[config.mk]
export PLATFORM = sky130hd
export DESIGN_NAME = bct_divider
export DESIGN_NICKNAME = d
export VERILOG_FILES = /design/src/rtl/bct_pkg.sv /design/src/rtl/bct_divider.sv
export SDC_FILE = /design/constraint.sdc
export NUM_CORES = 1
export LEC_CHECK = 0
export BUFFER_PORTS_ARGS = -buffer_cell sky130_fd_sc_hd__buf_4
export CORE_MARGIN = 10
export CORE_UTILIZATION = 25
export CTS_BUF_LIST = sky130_fd_sc_hd__clkbuf_2
export DETAILED_ROUTE_END_ITERATION = 16
export GPL_TIMING_DRIVEN = 1
export HOLD_SLACK_MARGIN = 0.02
export PLACE_DENSITY_LB_ADDON = 0.1
export SLEW_MARGIN = 20
export SYNTH_ARGS = -nofsm -noshare
export SYNTH_HDL_FRONTEND = slang
export SYNTH_SLANG_ARGS = --single-unit
export TNS_END_PERCENT = 50
[constraint.sdc]
create_clock -name clock -period 5.9 [get_ports clock]
set_input_delay 0.885 -clock clock [delete_from_list [all_inputs] [get_ports clock]]
set_output_delay 0.885 -clock clock [all_outputs]
set_load 0.02 [all_outputs]
[src/rtl/bct_pkg.sv]
// Shared widths, constants and handshake structs of the binary contour tracer.
// Used by the pixel store, the divider and the tracer core; no dependencies.
package bct_pkg;

   // Largest image the pixel store holds
   localparam int MAX_WIDTH  = 256;
   localparam int MAX_HEIGHT = 256;

   // Configuration port
   localparam int CFG_W     = 9;
   localparam int CSR_IDX_W = 1;
   localparam logic [CSR_IDX_W-1:0] CSR_IMAGE_WIDTH  = 1'b0;
   localparam logic [CSR_IDX_W-1:0] CSR_IMAGE_HEIGHT = 1'b1;

   // Input operation codes
   localparam logic OP_LOAD  = 1'b0;
   localparam logic OP_FETCH = 1'b1;

   // Field widths
   localparam int OUT_W = 9;
   localparam int CNT_W = 16;
   localparam logic [CNT_W-1:0] CNT_MAX = {CNT_W{1'b1}};

   // Pixel store geometry: address is {row, column}
   localparam int COL_W     = $clog2(MAX_WIDTH);
   localparam int ROW_W     = $clog2(MAX_HEIGHT);
   localparam int ADDR_W    = COL_W + ROW_W;
   localparam int MEM_DEPTH = 1 << ADDR_W;

   // Clamped dimension, raster position and signed corner coordinate widths
   localparam int DIM_W  = CFG_W;
   localparam int POS_W  = ADDR_W + 1;
   localparam int SPAN_A = (COL_W > ROW_W) ? COL_W : ROW_W;
   localparam int SPAN_W = (SPAN_A > DIM_W) ? SPAN_A : DIM_W;
   localparam int EXT_W  = SPAN_W + 1;
   localparam int CRD_W  = SPAN_W + 2;

   // Divider step counter
   localparam int DIV_CNT_W = $clog2(POS_W + 1);

   // Pixel store access for one cycle
   typedef struct packed {
      logic              img_we;
      logic              img_wdata;
      logic              mask_we;
      logic              mask_wdata;
      logic [ADDR_W-1:0] waddr;
      logic [ADDR_W-1:0] img_raddr;
      logic [ADDR_W-1:0] mask_raddr;
   } bct_mem_req_type;

   // Divider launch
   typedef struct packed {
      logic             start;
      logic [POS_W-1:0] dividend;
      logic [DIM_W-1:0] divisor;
   } bct_div_req_type;

   // Divider result
   typedef struct packed {
      logic             done;
      logic [POS_W-1:0] quotient;
      logic [DIM_W-1:0] remainder;
   } bct_div_rsp_type;

endpackage

[src/rtl/bct_divider.sv]
// Restoring divider, one quotient bit per cycle: raster position by image width.
// Depends on bct_pkg for widths and the request and result structs.
module bct_divider (
   input  logic                     clock,
   input  logic                     reset,
   input  bct_pkg::bct_div_req_type div_req,
   output bct_pkg::bct_div_rsp_type div_rsp
);

   logic [bct_pkg::DIV_CNT_W-1:0] cnt_ff, cnt_in;
   logic                          busy_ff, busy_in;
   logic                          done_ff, done_in;
   logic [bct_pkg::POS_W-1:0]     quo_ff, quo_in;
   logic [bct_pkg::DIM_W-1:0]     rem_ff, rem_in;
   logic [bct_pkg::DIM_W-1:0]     dvs_ff, dvs_in;
   logic [bct_pkg::DIM_W:0]       trial;

   // One shift and subtract step
   always_comb begin
      trial   = {rem_ff, quo_ff[bct_pkg::POS_W-1]};
      cnt_in  = cnt_ff;
      busy_in = busy_ff;
      done_in = 1'b0;
      quo_in  = quo_ff;
      rem_in  = rem_ff;
      dvs_in  = dvs_ff;
      if (div_req.start) begin
         quo_in  = div_req.dividend;
         rem_in  = '0;
         dvs_in  = div_req.divisor;
         cnt_in  = bct_pkg::DIV_CNT_W'(bct_pkg::POS_W);
         busy_in = 1'b1;
      end else if (busy_ff) begin
         if (trial >= {1'b0, dvs_ff}) begin
            rem_in = bct_pkg::DIM_W'(trial - {1'b0, dvs_ff});
            quo_in = {quo_ff[bct_pkg::POS_W-2:0], 1'b1};
         end else begin
            rem_in = trial[bct_pkg::DIM_W-1:0];
            quo_in = {quo_ff[bct_pkg::POS_W-2:0], 1'b0};
         end
         cnt_in = cnt_ff - 1'b1;
         if (cnt_ff == bct_pkg::DIV_CNT_W'(1)) begin
            busy_in = 1'b0;
            done_in = 1'b1;
         end
      end
   end

   always_ff @(posedge clock) begin
      if (reset) begin
         cnt_ff  <= '0;
         busy_ff <= 1'b0;
         done_ff <= 1'b0;
      end else begin
         cnt_ff  <= cnt_in;
         busy_ff <= busy_in;
         done_ff <= done_in;
      end
      quo_ff <= quo_in;
      rem_ff <= rem_in;
      dvs_ff <= dvs_in;
   end

   assign div_rsp.done      = done_ff;
   assign div_rsp.quotient  = quo_ff;
   assign div_rsp.remainder = rem_ff;

endmodule

==> results of run 1 <==
==> logic make-up (layout without fill, tap and decap cells) <==
group	Yosys count	count (layout)	share of synthesized area (%)
xor+xnor	8	8	3.21
buf+inv	24	77	4.53
flops	42	42	50.5
fa+ha+maj	12	12	7.23
compound gates	31	31	10.4
simple gates	50	50	11.7
mux	25	25	12.4
==> layer usage <==
layer	track usage (%)	share of wire (%)	vias up	routed length, microns
met5	0	0	-	0
met3	2.41	3.5	5	181
met1	10.6	49	723	2540
met4	2.54	1.2	0	63
li1	-	-	803	-
met2	12.0	46	30	2360
==> flip-flops by register name, indices dropped and copies added, names as in the netlist <==
name / flops
cnt_ff: 5
quo_ff: 17
done_ff: 1
busy_ff: 1
rem_ff: 9
dvs_ff: 9
==> worst min-delay path: cells and delay by family, from the launching register on <==
kind             cells  cell delay, ns
AO/OA/AOI/OAI        1            0.06
flip-flops           1            0.38
AND/OR/NAND/NOR      1            0.08
==> power by group <==
part	internal [W]	switching, W	leakage [nW]
registers	0.000343	0.0000218	0.391
logic	0.0000965	0.000108	0.731
clock network	0.0000727	0.000106	0.0433
==> through the flow <==
step / cells / instance area (sq um) / setup WS, ns / hold WS [ns] / power, W
2_1_floorplan: 192 / 2180 / 3.43 / 0.468 / 0.000507
3_3_place_gp: 345 / 2680 / 3.32 / 0.493 / 0.000580
5_1_grt: 353 / 2750 / 2.96 / 0.570 / 0.000798
4_1_cts: 353 / 2750 / 3.20 / 0.531 / 0.000762
3_5_place_dp: 345 / 2680 / 3.22 / 0.504 / 0.000580
6_report: 353 / 2750 / 3.22 / 0.525 / 0.000749
==> synthesized netlist by cell type (2+ instances only) <==
cell type  number
edfxtp_1       26
nor2_1         20
dfxtp_1        16
mux2_2         16
inv_1          14
ha_1           11
mux2i_1         9
nand2_1         8
a211oi_1        7
a21oi_1         6
xor2_1          6
clkbuf_1        5
a311oi_1        3
nand3b_1        3
nor3_1          3
nor4b_1         3
o211ai_1        3
o21ai_0         3
or2_2           3
a21o_1          2
buf_1           2
buf_4           2
nand3_1         2
or3_1           2
xnor2_1         2
==> final cells by class <==
type                    instances  share of cell area (%)
clock buffers                   5                   0.910
repair buffers                 55                    15.0
flip-flops and latches         42                    40.0
inverters                      14                    1.91
multi-input cells             126                    35.7
well taps                     108                    4.91
clock inverters                 3                    1.59
==> final timing paths <==
path | from | slack (ns) | depth (start not counted) | endpoint
worst max-delay path | quo_ff[16] | 3.22 | 9 | rem_ff[3]
worst min-delay path | cnt_ff[1] | 0.53 | 2 | cnt_ff[1]
worst max register to register | quo_ff[16] | 3.22 | 9 | rem_ff[3]
worst min register to register | cnt_ff[1] | 0.53 | 2 | cnt_ff[1]
==> impl_metrics.csv, run 1 <==
group,metric,value,unit
global_routing,antenna_found_initial,0,
critical_path,crit_required,6.19,ns
power,ir_drop,0.000106,V
critical_path,crit_path_end_kind,"flop",
clock_tree,postCtsSetupRepairBufs,0,
layout,layout.core_utilization,32.0,%
sta,rsz0062_at_grt,"no",
critical_path,cp-start-kind,"flop",
drt,avgViaCountPerCell,4.42,
layout,seqCellArea,0.00110,sq mm
critical_path,worstPathArrival,2.96,ns
run,drv_cap,0,
logic_synthesis,yosys_register_bits,42,
logic_synthesis,synthFlopType,"edfxtp_1",
layout,nets,285,
layout,layout_commonest_cell,"buf_4",
die,start_util,25.4,%
clock_tree,numCtsBuffers,5,
status,status,"finished, final reports clean",
die,die_x,113,microns
drt,routed_wl,5.14,mm
logic_synthesis,synth_area,0.00218,sq mm
power,p_leak,1.17,nW
logic_synthesis,synthCells,192,
logic_synthesis,synth_edf_count,26,
clock_tree,htree_levels,2,
layout,antennaDiodeCount,0,
logic_synthesis,ys_top_cells_by_area,"edfxtp_1 36%, dfxtp_1 15%, mux2_2 8.3%, ha_1 6.3%, mux2i_1 4.1%",
global_routing,grt_pass1_vias,1625,
clock_tree,cts_hold_buf,0,
sta,final-hold-violation-count,0,
global_routing,grt_overflow,0,
critical_path,crit_chain,"inv_1 > ha_1 > inv_1 > fa_1 > a211oi_1 > o21a_1 > o211a_2 > mux2i_1 > a211oi_1",
sta,maxSlewHeadroom,38.4,%
logic_synthesis,yosysTopAreaCell,"edfxtp_1",
min_path,min_path_type,"flop to flop",
clock_tree,cts_tree,"done",
sta,period_share,45.4,%
clock_tree,clockRootBuffer,"clkbuf_2",
critical_path,critPathTopFamily,"compound AO/OA/AOI/OAI gates",
drt,first_iter_violations,69,
layout,area_growth,26.2,%
critical_path,path_max_fanout,14,
critical_path,cpMaxStageDelayCell,"edfxtp_1",
layout,drive_above_1_share,35.1,%
critical_path,slowest_delay,0.46,ns
global_routing,grt_max_degree,44,
critical_path,crit_buf_inv,2,
logic_synthesis,syn_nets,233,
die,die-height,113,microns
logic_synthesis,syn_area_per_cell,11.4,sq um
sta,worst_pin_slew,0.922,ns
place,dpl.hpwl,3.68,mm
place,place_congestion,0.771,
drt,drc_errors,0,
clock_tree,clockBufferDepth,2,
layout,multiInputGateArea,981,sq um
drt,drt-pass1-iter-count,4,
logic_synthesis,synth_cell_type_count,40,
drt,vias,1561,
sta,setup_viol,0,
global_routing,grtUsageTotal,7.95,%
layout,fill_cells,912,
power,p_per_area,272,mW/mm^2
die,io_pins,56,
die,design.die.area,0.0129,sq mm
sta,fin_tns_setup,0,ns
sta,finalCriticalPeriod,2.68,ns
logic_synthesis,async_flop_share,0,%
logic_synthesis,seq_area_frac_synth,50.5,%
die,core,0.00859,sq mm
die,rows,34,
sta,max_clock_freq,374,MHz
global_routing,grt_pass1_wl,8.34,mm
logic_synthesis,ys_warn_count,0,
layout,mostFrequentLayoutCells,"55 x buf_4, 26 x edfxtp_1, 20 x nor2_1, 16 x mux2_2, 16 x dfxtp_1",
sta,skew,0.00866,ns
logic_synthesis,netlist.area_leader.share,35.8,%
clock_tree,cts-resized-gates,0,
sta,drv_slew,0,
drt,drtAntennaViolNets,0,
critical_path,crit_type,"flop to flop",
clock_tree,cts.sink_count,42,
drt,wire_per_inst,14.6,microns
place,io_buffer_count,55,
clock_tree,clkLatencyLatePin,0.41,ns
clock_tree,clk_pin_slew,0.24,ns
No activity file was read; power rests on OpenSTA's default activity.
==> inputs of run 2 (changes only) <==
Settings changed: ABC_AREA set to 1.
Clock period 5.9 ns to 2.7 ns, I/O delays scaled along.
==> run 2 against run 1 <==
Net effect:
- via count up 22%
- critical path depth up 2
- clock power up 120%
- clock-buffer cell count unchanged
- final area up 6.0%
- die area up 5.6%
==> impl_metrics.csv, run 2 <==
group,metric,value,unit
status,status,"finished, final reports clean",
drt,vias,1912,
critical_path,worstPathArrival,2.58,ns
die,start_util,25.5,%
logic_synthesis,synth_cell_type_count,30,
logic_synthesis,yosysMostFrequentCell,"nand2_1",
critical_path,crit_chain,"inv_1 > ha_1 > inv_1 > fa_1 > nand4_2 > nand2_1 > nand2_2 > nand2_2 > nand2_1 > nand3_1 > nand2_1",
power,seqPwrFrac,52.4,%
critical_path,cpMaxStageDelayCell,"edfxtp_1",
clock_tree,clockRootBuffer,"clkbuf_2",
power,ir_drop,0.000218,V
sta,maxSlewHeadroom,48.6,%
clock_tree,cts_hold_buf,0,
place,io_buffer_count,55,
die,die-height,117,microns
die,core,0.00915,sq mm
logic_synthesis,synth_area,0.00233,sq mm
global_routing,antenna_found_initial,0,
clock_tree,clockBufferDepth,2,
min_path,min_path_type,"primary input to flop",
clock_tree,postCtsSetupRepairBufs,0,
sta,rsz0062_at_grt,"no",
power,p_leak,1.55,nW
logic_synthesis,yosys_register_bits,42,
global_routing,grt_pass1_wl,10.2,mm
critical_path,crit_path_end_kind,"flop",
clock_tree,cts.sink_count,42,
drt,avgViaCountPerCell,4.17,
critical_path,crit_required,3.07,ns
sta,final-hold-violation-count,0,
logic_synthesis,synthCells,289,
clock_tree,cts-resized-gates,0,
logic_synthesis,netlist.area_leader.share,33.5,%
critical_path,rrSetupSlack,0.49,ns
layout,largest_reg_flops,17,
layout,antennaDiodeCount,0,
logic_synthesis,synth_edf_count,26,
logic_synthesis,ys_warn_count,0,
sta,max_clock_freq,453,MHz
critical_path,r2r_cells,11,
power,p_per_area,502,mW/mm^2
logic_synthesis,synthFlopType,"edfxtp_1",
logic_synthesis,ys_top_cells_by_area,"edfxtp_1 34%, nand2_1 19%, dfxtp_1 14%, inv_1 6.6%, ha_1 5.9%",
clock_tree,clkLatencyLatePin,0.41,ns
clock_tree,htree_levels,2,
drt,routed_wl,6.21,mm
global_routing,grt_overflow,0,
drt,drc_errors,0,
logic_synthesis,syn_area_per_cell,8.06,sq um
power,clockPowerShare,26.6,%
sta,worst_pin_slew,0.769,ns
sta,drv_slew,0,
layout,regMostFlops,"quo_ff",
logic_synthesis,seq_area_frac_synth,47.3,%
sta,skew,0.0153,ns
clock_tree,numCtsBuffers,5,
power,power_frac_comb,21.0,%
critical_path,cp.depth,11,
critical_path,crit_buf_inv,2,
critical_path,rr_endpoint,"rem_ff[4]",
critical_path,slowest_delay,0.44,ns
critical_path,crit_type,"flop to flop",
power,p_sw,0.000440,W
drt,first_iter_violations,90,
min_path,min_to,"cnt_ff[4]",
layout,layout_commonest_cell,"nand2_1",
layout,layout.core_utilization,31.9,%
critical_path,r2r-start,"quo_ff[16]",
drt,wire_per_inst,13.6,microns
logic_synthesis,async_flop_share,0,%
sta,fin_tns_setup,0,ns
critical_path,critPathTopFamily,"simple AND/OR/NAND/NOR gates",
die,io_pins,56,
layout,area_growth,25.2,%
sta,period_share,81.7,%
run,drv_cap,0,
power,p_int,0.00102,W
place,dpl.hpwl,4.72,mm
layout,stdcell_count,458,
sta,finalCriticalPeriod,2.21,ns
critical_path,crit_path_frequent_cell,"nand2_1",
place,dp_cells,450,
critical_path,path_max_fanout,11,
clock_tree,clk_pin_slew,0.25,ns
drt,drtAntennaViolNets,0,
die,design.die.area,0.0136,sq mm
logic_synthesis,syn_nets,330,
min_path,worstHoldStart,"reset",
power,p_total,0.00146,W
global_routing,grt_pass1_vias,2023,
min_path,min_path_cells,2,
global_routing,grtUsageTotal,9.51,%
layout,nets,387,
logic_synthesis,yosysTopAreaCell,"edfxtp_1",
sta,setup_viol,0,
place,place_congestion,0.783,
clock_tree,cts_tree,"done",
global_routing,grt_max_degree,31,
power,switching_share,30.1,%
critical_path,cp-start-kind,"flop",
drt,drt-pass1-iter-count,4,
die,die_x,117,microns
layout,drive_above_1_share,25.1,%
logic_synthesis,synthTopCellsByCount,"115 x nand2_1, 41 x inv_1, 26 x edfxtp_1, 18 x nand3_1, 16 x dfxtp_1",
layout,top_regs,"quo_ff: 17 flops, dvs_ff: 9 flops, rem_ff: 9 flops",
sta,whs,0.113,ns
layout,mostFrequentLayoutCells,"115 x nand2_1, 58 x buf_4, 41 x inv_1, 26 x edfxtp_1, 18 x nand3_1",
die,rows,35,
-- run 2: changes by cell type in the layout (fill, tap and decap cells not counted), sizes merged, moves of 4 or more --
cell | previous run | this run
nand2 | 8 | 119
inv | 15 | 44
nand3 | 2 | 27
mux2 | 16 | 0
mux2i | 9 | 0
a211oi | 7 | 1
xor2 | 6 | 1
a311oi | 4 | 0
-- run 2: worst max path at each step --
stage,start,end,slack (ns)
after floorplan,quo_ff[16],quo_ff[0],0.75
after global placement,quo_ff[16],rem_ff[5],0.59
after detailed placement,quo_ff[16],rem_ff[3],0.55
after CTS,quo_ff[16],rem_ff[4],0.48
after global routing,quo_ff[16],rem_ff[6],0.24
final,quo_ff[16],rem_ff[4],0.49
-- run 2: power groups by stage --
stage	Sequential (W)	Clock [W]	Combinational, W
2_1_floorplan	0.000813	0	0.000149
3_3_place_gp	0.000783	0	0.000313
3_5_place_dp	0.000781	0	0.000312
4_1_cts	0.000768	0.000407	0.000313
5_1_grt	0.000776	0.000430	0.000343
6_report	0.000768	0.000389	0.000307
-- run 2: kinds of logic after synthesis --
family	share of synthesized area [%]
AOI/OAI and AO/OA	2.74
adders and majority gates	6.77
and+or+nand+nor	32.3
DFF	47.3
xor gates and xnor gates	1.50
buffers and inverters	9.45
-- run 2: cell type report --
class                      count  area, sq um
timing repair buffer          58          435
inverter                      44          165
multi-input combinational    195         1010
clock buffer                   5         25.0
fill                         973         6230
sequential                    42         1100
tap                          111          139
clock inverter                 3         43.8
-- run 2: metal layers --
metal	up-vias	track usage, %	part of all wire (%)
met1	859	11.2	45
met4	0	3.05	1.2
met5	-	0	0
li1	1017	-	-
met3	6	2.93	5.0
met2	30	16.2	49
-- run 2: metrics by stage --
stage / worst slack [ns] / instance area, sq um
floorplan: 0.753 / 2330
global placement: 0.587 / 2850
detailed placement: 0.545 / 2850
CTS: 0.477 / 2920
global route: 0.237 / 2920
finish: 0.493 / 2920
-- run 2: worst reg2reg max path: cells and delay by family, from the launching register on --
family	cells	cell delay, ns
AND/OR/NAND/NOR	7	0.99
adder cells (fa/ha/maj)	2	0.58
flip-flops	1	0.44
buffers and inverters	2	0.18
